### src/rtl/sha1_pkg.sv
`timescale 1ns / 1ps
// Shared types, constants and helper functions for the SHA-1 digest block.
// Used by sha1_ctrl, sha1_dp and sha1_message_digest_top; depends on nothing.
package sha1_pkg;

   localparam int NUM_DIGEST_WORDS = 5;
   localparam int NUM_SCHED_WORDS  = 16;
   localparam int LANES_PER_WORD   = 4;

   localparam logic [2:0] LAST_INDEX = 3'd4;
   localparam logic [5:0] FILL_LAST  = 6'd63;
   localparam logic [5:0] FILL_LEN   = 6'd56;

   localparam logic [7:0] PAD_BYTE = 8'h80;

   localparam logic [1:0] BSEL_DATA = 2'd0;
   localparam logic [1:0] BSEL_PAD  = 2'd1;
   localparam logic [1:0] BSEL_ZERO = 2'd2;
   localparam logic [1:0] BSEL_LEN  = 2'd3;

   localparam logic [1:0] PHASE_CH  = 2'd0;
   localparam logic [1:0] PHASE_PAR = 2'd1;
   localparam logic [1:0] PHASE_MAJ = 2'd2;
   localparam logic [1:0] PHASE_PAR2 = 2'd3;

   typedef struct packed {
      logic       write_en;
      logic [1:0] byte_sel;
      logic       round_en;
      logic [1:0] phase;
      logic       final_add;
      logic       out_step;
   } sha1_cmd_type;

   typedef struct packed {
      logic [5:0] fill;
      logic       out_last;
   } sha1_status_type;

   function automatic logic [31:0] init_word(input logic [2:0] idx);
      logic [31:0] val;
      case (idx)
         3'd0:    val = 32'h67452301;
         3'd1:    val = 32'hefcdab89;
         3'd2:    val = 32'h98badcfe;
         3'd3:    val = 32'h10325476;
         default: val = 32'hc3d2e1f0;
      endcase
      return val;
   endfunction

   function automatic logic [31:0] round_k(input logic [1:0] phase);
      logic [31:0] val;
      case (phase)
         PHASE_CH:  val = 32'h5a827999;
         PHASE_PAR: val = 32'h6ed9eba1;
         PHASE_MAJ: val = 32'h8f1bbcdc;
         default:   val = 32'hca62c1d6;
      endcase
      return val;
   endfunction

endpackage

### src/rtl/sha1_dp.sv
`timescale 1ns / 1ps
// Datapath: block word buffer and schedule, round registers, chaining value,
// fill count, message length and digest word select. Uses sha1_pkg.
module sha1_dp import sha1_pkg::*; (
   input  logic            clock,
   input  logic            reset,
   input  sha1_cmd_type    cmd,
   input  logic [7:0]      data_byte,
   output sha1_status_type status,
   output logic [31:0]     digest_word,
   output logic [2:0]      word_index,
   output logic            last_word
);

   logic [31:0] w_ff [NUM_SCHED_WORDS];
   logic [31:0] w_in [NUM_SCHED_WORDS];
   logic [31:0] cv_ff [NUM_DIGEST_WORDS];
   logic [31:0] cv_in [NUM_DIGEST_WORDS];
   logic [31:0] a_ff, b_ff, c_ff, d_ff, e_ff;
   logic [31:0] a_in, b_in, c_in, d_in, e_in;
   logic [5:0]  fill_ff, fill_in;
   logic [60:0] total_ff, total_in;
   logic [2:0]  idx_ff, idx_in;
   logic [7:0]  wr_byte;
   logic [63:0] len_shift;
   logic [31:0] w_mix, w_new, f_val, t_val;

   always_comb begin
      len_shift = {total_ff, 3'b000} << {fill_ff[2:0], 3'b000};
      case (cmd.byte_sel)
         BSEL_DATA: wr_byte = data_byte;
         BSEL_PAD:  wr_byte = PAD_BYTE;
         BSEL_ZERO: wr_byte = 8'h00;
         BSEL_LEN:  wr_byte = len_shift[63:56];
         default:   wr_byte = 8'h00;
      endcase

      w_mix = w_ff[13] ^ w_ff[8] ^ w_ff[2] ^ w_ff[0];
      w_new = {w_mix[30:0], w_mix[31]};

      case (cmd.phase)
         PHASE_CH:  f_val = (b_ff & c_ff) | (~b_ff & d_ff);
         PHASE_MAJ: f_val = (b_ff & c_ff) | (b_ff & d_ff) | (c_ff & d_ff);
         default:   f_val = b_ff ^ c_ff ^ d_ff;
      endcase
      t_val = {a_ff[26:0], a_ff[31:27]} + f_val + e_ff + w_ff[0] + round_k(cmd.phase);

      w_in     = w_ff;
      cv_in    = cv_ff;
      fill_in  = fill_ff;
      total_in = total_ff;
      idx_in   = idx_ff;

      if (cmd.round_en) begin
         for (int j = 0; j < NUM_SCHED_WORDS - 1; j++) begin
            w_in[j] = w_ff[j + 1];
         end
         w_in[NUM_SCHED_WORDS - 1] = w_new;
         a_in = t_val;
         b_in = a_ff;
         c_in = {b_ff[1:0], b_ff[31:2]};
         d_in = c_ff;
         e_in = d_ff;
      end else begin
         a_in = cv_ff[0];
         b_in = cv_ff[1];
         c_in = cv_ff[2];
         d_in = cv_ff[3];
         e_in = cv_ff[4];
      end

      if (cmd.write_en) begin
         for (int j = 0; j < NUM_SCHED_WORDS; j++) begin
            for (int k = 0; k < LANES_PER_WORD; k++) begin
               if (fill_ff[5:2] == 4'(j) && fill_ff[1:0] == 2'(k)) begin
                  w_in[j][31 - 8 * k -: 8] = wr_byte;
               end
            end
         end
         fill_in = fill_ff + 6'd1;
         if (cmd.byte_sel == BSEL_DATA) begin
            total_in = total_ff + 61'd1;
         end
      end

      if (cmd.final_add) begin
         cv_in[0] = cv_ff[0] + a_ff;
         cv_in[1] = cv_ff[1] + b_ff;
         cv_in[2] = cv_ff[2] + c_ff;
         cv_in[3] = cv_ff[3] + d_ff;
         cv_in[4] = cv_ff[4] + e_ff;
      end

      if (cmd.out_step) begin
         if (idx_ff == LAST_INDEX) begin
            idx_in   = 3'd0;
            total_in = '0;
            for (int i = 0; i < NUM_DIGEST_WORDS; i++) begin
               cv_in[i] = init_word(3'(i));
            end
         end else begin
            idx_in = idx_ff + 3'd1;
         end
      end
   end

   always_ff @(posedge clock) begin
      if (reset) begin
         for (int i = 0; i < NUM_DIGEST_WORDS; i++) begin
            cv_ff[i] <= init_word(3'(i));
         end
         fill_ff  <= '0;
         total_ff <= '0;
         idx_ff   <= '0;
      end else begin
         cv_ff    <= cv_in;
         fill_ff  <= fill_in;
         total_ff <= total_in;
         idx_ff   <= idx_in;
      end
   end

   always_ff @(posedge clock) begin
      w_ff <= w_in;
      a_ff <= a_in;
      b_ff <= b_in;
      c_ff <= c_in;
      d_ff <= d_in;
      e_ff <= e_in;
   end

   always_comb begin
      case (idx_ff)
         3'd0:    digest_word = cv_ff[0];
         3'd1:    digest_word = cv_ff[1];
         3'd2:    digest_word = cv_ff[2];
         3'd3:    digest_word = cv_ff[3];
         default: digest_word = cv_ff[4];
      endcase
   end

   assign word_index      = idx_ff;
   assign last_word       = (idx_ff == LAST_INDEX);
   assign status.fill     = fill_ff;
   assign status.out_last = (idx_ff == LAST_INDEX);

endmodule

### src/rtl/sha1_ctrl.sv
`timescale 1ns / 1ps
// Controller: sequences byte intake, padding, the 80 compression rounds
// and digest transfers. Uses sha1_pkg; drives the datapath in sha1_dp.
module sha1_ctrl import sha1_pkg::*; (
   input  logic            clock,
   input  logic            reset,
   input  logic            req_valid,
   input  logic            req_has_byte,
   input  logic            req_end_of_message,
   output logic            req_stall,
   output logic            rsp_valid,
   input  logic            rsp_stall,
   input  sha1_status_type status,
   output sha1_cmd_type    cmd
);

   localparam logic [2:0] S_IDLE  = 3'd0;
   localparam logic [2:0] S_ROUND = 3'd1;
   localparam logic [2:0] S_FINAL = 3'd2;
   localparam logic [2:0] S_PAD80 = 3'd3;
   localparam logic [2:0] S_ZFULL = 3'd4;
   localparam logic [2:0] S_ZERO  = 3'd5;
   localparam logic [2:0] S_LEN   = 3'd6;
   localparam logic [2:0] S_OUT   = 3'd7;

   localparam logic [1:0] RET_IDLE = 2'd0;
   localparam logic [1:0] RET_PAD  = 2'd1;
   localparam logic [1:0] RET_ZERO = 2'd2;
   localparam logic [1:0] RET_OUT  = 2'd3;

   localparam logic [6:0] ROUND_LAST = 7'd79;

   logic [2:0] state_ff, state_in;
   logic [1:0] ret_ff, ret_in;
   logic [6:0] cnt_ff, cnt_in;
   logic       accept;

   always_comb begin
      cmd       = '0;
      state_in  = state_ff;
      ret_in    = ret_ff;
      cnt_in    = cnt_ff;
      req_stall = (state_ff != S_IDLE);
      rsp_valid = (state_ff == S_OUT);
      accept    = req_valid && !req_stall;

      if (cnt_ff < 7'd20) begin
         cmd.phase = PHASE_CH;
      end else if (cnt_ff < 7'd40) begin
         cmd.phase = PHASE_PAR;
      end else if (cnt_ff < 7'd60) begin
         cmd.phase = PHASE_MAJ;
      end else begin
         cmd.phase = PHASE_PAR2;
      end

      case (state_ff)
         S_IDLE: begin
            if (accept) begin
               if (req_has_byte) begin
                  cmd.write_en = 1'b1;
                  cmd.byte_sel = BSEL_DATA;
               end
               if (req_has_byte && status.fill == FILL_LAST) begin
                  state_in = S_ROUND;
                  cnt_in   = '0;
                  ret_in   = req_end_of_message ? RET_PAD : RET_IDLE;
               end else if (req_end_of_message) begin
                  state_in = S_PAD80;
               end
            end
         end
         S_ROUND: begin
            cmd.round_en = 1'b1;
            if (cnt_ff == ROUND_LAST) begin
               state_in = S_FINAL;
            end else begin
               cnt_in = cnt_ff + 7'd1;
            end
         end
         S_FINAL: begin
            cmd.final_add = 1'b1;
            case (ret_ff)
               RET_PAD:  state_in = S_PAD80;
               RET_ZERO: state_in = S_ZERO;
               RET_OUT:  state_in = S_OUT;
               default:  state_in = S_IDLE;
            endcase
         end
         S_PAD80: begin
            cmd.write_en = 1'b1;
            cmd.byte_sel = BSEL_PAD;
            if (status.fill == FILL_LAST) begin
               state_in = S_ROUND;
               cnt_in   = '0;
               ret_in   = RET_ZERO;
            end else if (status.fill >= FILL_LEN) begin
               state_in = S_ZFULL;
            end else begin
               state_in = S_ZERO;
            end
         end
         S_ZFULL: begin
            cmd.write_en = 1'b1;
            cmd.byte_sel = BSEL_ZERO;
            if (status.fill == FILL_LAST) begin
               state_in = S_ROUND;
               cnt_in   = '0;
               ret_in   = RET_ZERO;
            end
         end
         S_ZERO: begin
            if (status.fill == FILL_LEN) begin
               state_in = S_LEN;
            end else begin
               cmd.write_en = 1'b1;
               cmd.byte_sel = BSEL_ZERO;
            end
         end
         S_LEN: begin
            cmd.write_en = 1'b1;
            cmd.byte_sel = BSEL_LEN;
            if (status.fill == FILL_LAST) begin
               state_in = S_ROUND;
               cnt_in   = '0;
               ret_in   = RET_OUT;
            end
         end
         S_OUT: begin
            if (!rsp_stall) begin
               cmd.out_step = 1'b1;
               if (status.out_last) begin
                  state_in = S_IDLE;
               end
            end
         end
         default: begin
            state_in = S_IDLE;
         end
      endcase
   end

   always_ff @(posedge clock) begin
      if (reset) begin
         state_ff <= S_IDLE;
         ret_ff   <= RET_IDLE;
         cnt_ff   <= '0;
      end else begin
         state_ff <= state_in;
         ret_ff   <= ret_in;
         cnt_ff   <= cnt_in;
      end
   end

`ifndef ASSERT_OFF
   a_no_overlap: assert property (@(posedge clock) disable iff (reset)
      !(rsp_valid && req_valid && !req_stall))
      else $error("input transfer taken while digest is pending");

   a_final_after_rounds: assert property (@(posedge clock) disable iff (reset)
      state_ff == S_FINAL |-> $past(state_ff) == S_ROUND && $past(cnt_ff) == ROUND_LAST)
      else $error("chaining update without a full set of rounds");

   a_out_block_empty: assert property (@(posedge clock) disable iff (reset)
      rsp_valid |-> status.fill == '0)
      else $error("digest shown with a partial block held");

   a_len_position: assert property (@(posedge clock) disable iff (reset)
      state_ff == S_LEN |-> status.fill >= FILL_LEN)
      else $error("length byte written outside the tail of the block");
`endif

endmodule

### src/rtl/sha1_message_digest_top.sv
`timescale 1ns / 1ps
// SHA-1 digest engine, top level: joins controller and datapath.
// Depends on sha1_pkg, sha1_ctrl and sha1_dp.
//
// Feed the message one byte per transfer; the transfer that completes a
// 64-byte block is followed by 80 rounds (S_ROUND) and one chaining update
// (S_FINAL), all on a single round unit running one round per cycle.
// The transfer marked end_of_message starts padding, written one byte per
// cycle except for a turn state (S_ZERO) before the length bytes, with one or
// two compressions; the five digest words then leave as five result
// transfers, word 0 first, and the engine returns to the initial chaining
// value. req_stall stays high through each compression and from the end
// transfer until the last digest word is taken.
module sha1_message_digest_top import sha1_pkg::*; (
   input  logic        clock,
   input  logic        reset,
   input  logic        req_valid,
   output logic        req_stall,
   input  logic [7:0]  req_data_byte,
   input  logic        req_has_byte,
   input  logic        req_end_of_message,
   output logic        rsp_valid,
   input  logic        rsp_stall,
   output logic [31:0] rsp_digest_word,
   output logic [2:0]  rsp_word_index,
   output logic        rsp_last_word
);

   sha1_cmd_type    cmd;
   sha1_status_type status;

   sha1_ctrl u_ctrl (
      .clock              (clock),
      .reset              (reset),
      .req_valid          (req_valid),
      .req_has_byte       (req_has_byte),
      .req_end_of_message (req_end_of_message),
      .req_stall          (req_stall),
      .rsp_valid          (rsp_valid),
      .rsp_stall          (rsp_stall),
      .status             (status),
      .cmd                (cmd)
   );

   sha1_dp u_dp (
      .clock       (clock),
      .reset       (reset),
      .cmd         (cmd),
      .data_byte   (req_data_byte),
      .status      (status),
      .digest_word (rsp_digest_word),
      .word_index  (rsp_word_index),
      .last_word   (rsp_last_word)
   );

endmodule
### config.mk
export PLATFORM = sky130hd
export DESIGN_NAME = sha1_message_digest_top
export DESIGN_NICKNAME = d
export VERILOG_FILES = /design/src/rtl/sha1_pkg.sv /design/src/rtl/sha1_dp.sv /design/src/rtl/sha1_ctrl.sv /design/src/rtl/sha1_message_digest_top.sv
export SDC_FILE = /design/constraint.sdc
export NUM_CORES = 2
export LEC_CHECK = 0
export ABC_AREA = 1
export BUFFER_PORTS_ARGS = -buffer_cell sky130_fd_sc_hd__clkbuf_2
export CORE_MARGIN = 4
export CORE_UTILIZATION = 50
export CTS_CLUSTER_SIZE = 25
export DETAILED_ROUTE_END_ITERATION = 10
export PLACE_DENSITY = 0.65
export SLEW_MARGIN = 30
export SYNTH_ARGS = -nofsm -noshare
export SYNTH_HDL_FRONTEND = slang
export SYNTH_SLANG_ARGS = --single-unit
### constraint.sdc
create_clock -name clock -period 11.01 [get_ports clock]
set_input_delay 1.101 -clock clock [delete_from_list [all_inputs] [get_ports clock]]
set_output_delay 1.101 -clock clock [all_outputs]
set_load 0.05 [all_outputs]
==> summary.txt <==
Post_cts resized: 0
Metal2 WL: 96.0 mm
DIE AREA: 0.119 mm^2
Ys async rst share: 0
First-pass GRT wire length: 333 mm
Setup crit end kind: register
Metal1 wirelength: 98.0 mm
FF+latch area: 0.0183 mm^2
Power Density: 394 mW/mm^2
MaxCap Viol Count: 0
DRT Pass-1 Iters: 7
DIE HEIGHT: 344 um
Slew headroom: 0.281
Top cell type's share of synthesized area: 0.323
Hold Crit Depth: 2
Area of all placed cells without fillers: 0.0611 mm^2
Reg-to-Reg Start: u_ctrl.cnt_ff[4]
Vias per inst: 5.66
Average size of a mapped cell: 6.53 um^2
Clock sinks: 914
RSZ-0062 raised after global routing: false
Most common cell after layout, fill and taps aside: nand2_1
Min-Delay Endpoint: u_dp.w_ff[415]
Crit path kind: register to register
Yosys warnings: 0
Cells after Synth: 8667
Wire per inst: 22.4 um
Final Non-Filler Cells: 10100
Worst-path maximum fanout: 27
H-Tree Depth: 3
Fin crit period: 6050 ps
Req. time, crit path: 11580 ps
Final nets: 8842
Fmax: 165 MHz
Cts hold-fix bufs: 0
Row cnt: 123
Hold WS: 475 ps
Total GRT Usage: 0.372
Worst Tran Pin Value: 1060 ps
Final hold vios: 0
Post-Place Cell Area: 0.0575 mm^2
GPL Wtd Cong: 1.09
Register-to-Register Path Depth: 23
Clock Pin Slew Worst Setup and Hold Paths: 60 ps
Dpl hpwl: 173 mm
Synthesized flop and latch total: 914
Top Layer Used: met5
Remaining global-route overflow: 0
Hold_sp: u_dp.w_ff[383]
Synth area leader: dfxtp_1
Main area contributors after synthesis: dfxtp_1, nand2_1, inv_1
Post-Syn Nets: 9014
Reg2Reg Setup Slack: 4960 ps
Worst setup SP type: register
Vias in the first global route: 51500
Initial antenna violation count: 6
Tcrit/Tclk final: 0.549
I/O pin count: 52
DRT antenna net count: 0
Core area: 0.112 mm^2
Layout area overhead: 8.01%
Post-Syn Area: 0.0566 mm^2
Skew final: 51.5 ps
DRT Wirelength: 226 mm
Worst-skew pair later-pin latency: 710 ps
Number of synthesized flops with an enable pin: 0
Final WS setup: 4960 ps
Final setup fails: 0
Root Driver: clkbuf_16
Longest Clk Path Bufs: 3
Port buffer count: 51
Maximum VDD drop: 0.333 mV
Worst EP arrival: 6620 ps
CTS Buf Count: 104
Status: finished, final reports clean
Commonest non-fill, non-tap cells in the layout: nand2_1, dfxtp_1, inv_1
Share of cells above drive strength 1: 0.0436
Footprint of the multi-input gates: 0.0333 mm^2
Chip Width: 344 um
P_leak: 27.8 nW
Post-CTS setup buffers: 0
Met3 Wirelength: 22.7 mm
Setup TNS: 0 ps
Top_reg_cell synth: dfxtp_1
Vias post-DR: 57100
Cell variety after synth: 55
Initial core utilization: 0.504
Register area share after synthesis: 0.323
TritonCTS clock tree: done
DRC errors left: 0
Inst Count DP: 9888
Max-slew violations: 0
Largest net degree at the start of global routing: 202
1st-iter DRT viols: 6888
FILL cells: 11400
HP Class: register to register
Reg2reg end: u_dp.a_ff[31]
Setup WS pre-CTS: 5080 ps
## layout make-up
cell class | count | area share
Tap cell | 1500 | 0.0307
Multi-Input combinational cell | 6484 | 0.544
Clock buffer | 153 | 0.0497
Antenna cell | 4 | 0.000164
Clock inverter | 39 | 0.00921
Sequential cell | 914 | 0.299
Inverter | 884 | 0.0546
Timing Repair Buffer | 107 | 0.0120
## sequential cells by signal, indices dropped and copies added, names as in the netlist
register         flops
u_dp.b_ff           32
u_dp.total_ff       61
u_dp.e_ff           32
u_dp.a_ff           32
u_dp.w_ff          512
u_dp.cv_ff         160
u_dp.fill_ff         6
u_ctrl.cnt_ff        7
u_ctrl.ret_ff        2
u_dp.word_index      3
u_ctrl.state_ff      3
u_dp.d_ff           32
u_dp.c_ff           32
## Yosys cell counts (4+ instances only)
cell         n
a211oi_1    11
inv_2       23
clkinv_1     6
nor2_2       7
buf_6       19
xnor2_1     94
nand2_1   3106
nand4_1     66
a21oi_1    420
o211ai_1    85
ha_1       208
o21a_1     187
a21boi_0    11
clkbuf_1   239
or2_2       23
o21ai_1      6
nand3_1    308
buf_4       21
a31oi_1    166
buf_1       28
mux2_2       5
nand3b_1     8
o21bai_1    25
nor3_1      63
xor2_1      33
dfxtp_1    914
and3_1       4
nor2_4       8
nor2_1     752
a22oi_1     25
fa_1       125
a221oi_1    32
o22ai_1     27
buf_2       76
inv_1      854
a21o_1      23
nor4_1      13
o21ai_0    621
## per-stage QoR
stage                     power, W   util
after floorplan             0.0154      -
after detailed placement    0.0200  0.511
after global placement      0.0199  0.511
final                       0.0241  0.544
after global routing        0.0259  0.544
after CTS                   0.0237  0.543
## routing by layer
metal	vias up	GRT usage
met5	-	0
met4	8	0.136
met3	417	0.0803
met2	2471	0.564
met1	26700	0.521
li1	27500	-
## critical path: stages (launching register included)
cell and delay (ps):
dfxtp_1 460, nor2_1 110, o21ai_0 660, ha_1 390, buf_4 360, a22oi_1 140
nand2_1 90, o21ai_0 130, fa_1 560, inv_1 50, fa_1 530, inv_1 60
fa_1 540, inv_1 50, ha_1 360, nand2_1 170, nor4_1 490, nand2_1 100
nand2_1 160, nand2_1 70, nand2_1 150, nand3_1 100, nand3_1 90, nand2_1 60
## power breakdown
part	internal, W	switching, W
logic	0.00468	0.00949
clock network	0.00216	0.00153
registers	0.00463	0.00161
## worst max-delay path by stage
stage                                start            end  cells after the start
after floorplan           u_ctrl.cnt_ff[4]  u_dp.a_ff[31]                     24
after global placement    u_ctrl.cnt_ff[4]  u_dp.a_ff[31]                     24
after detailed placement  u_ctrl.cnt_ff[4]  u_dp.a_ff[31]                     23
after CTS                 u_ctrl.cnt_ff[4]  u_dp.a_ff[31]                     23
after global routing      u_ctrl.cnt_ff[4]  u_dp.a_ff[31]                     24
final                     u_ctrl.cnt_ff[4]  u_dp.a_ff[31]                     23
## cells by family after synthesis
kind of cell | synth area share
flops | 0.323
xor+xnor | 0.0197
buf+inv | 0.0903
simple gates | 0.306
compound gates | 0.169
fa+ha+maj | 0.0902
mux | 0.00117
Power figures use the tool's default switching activity.
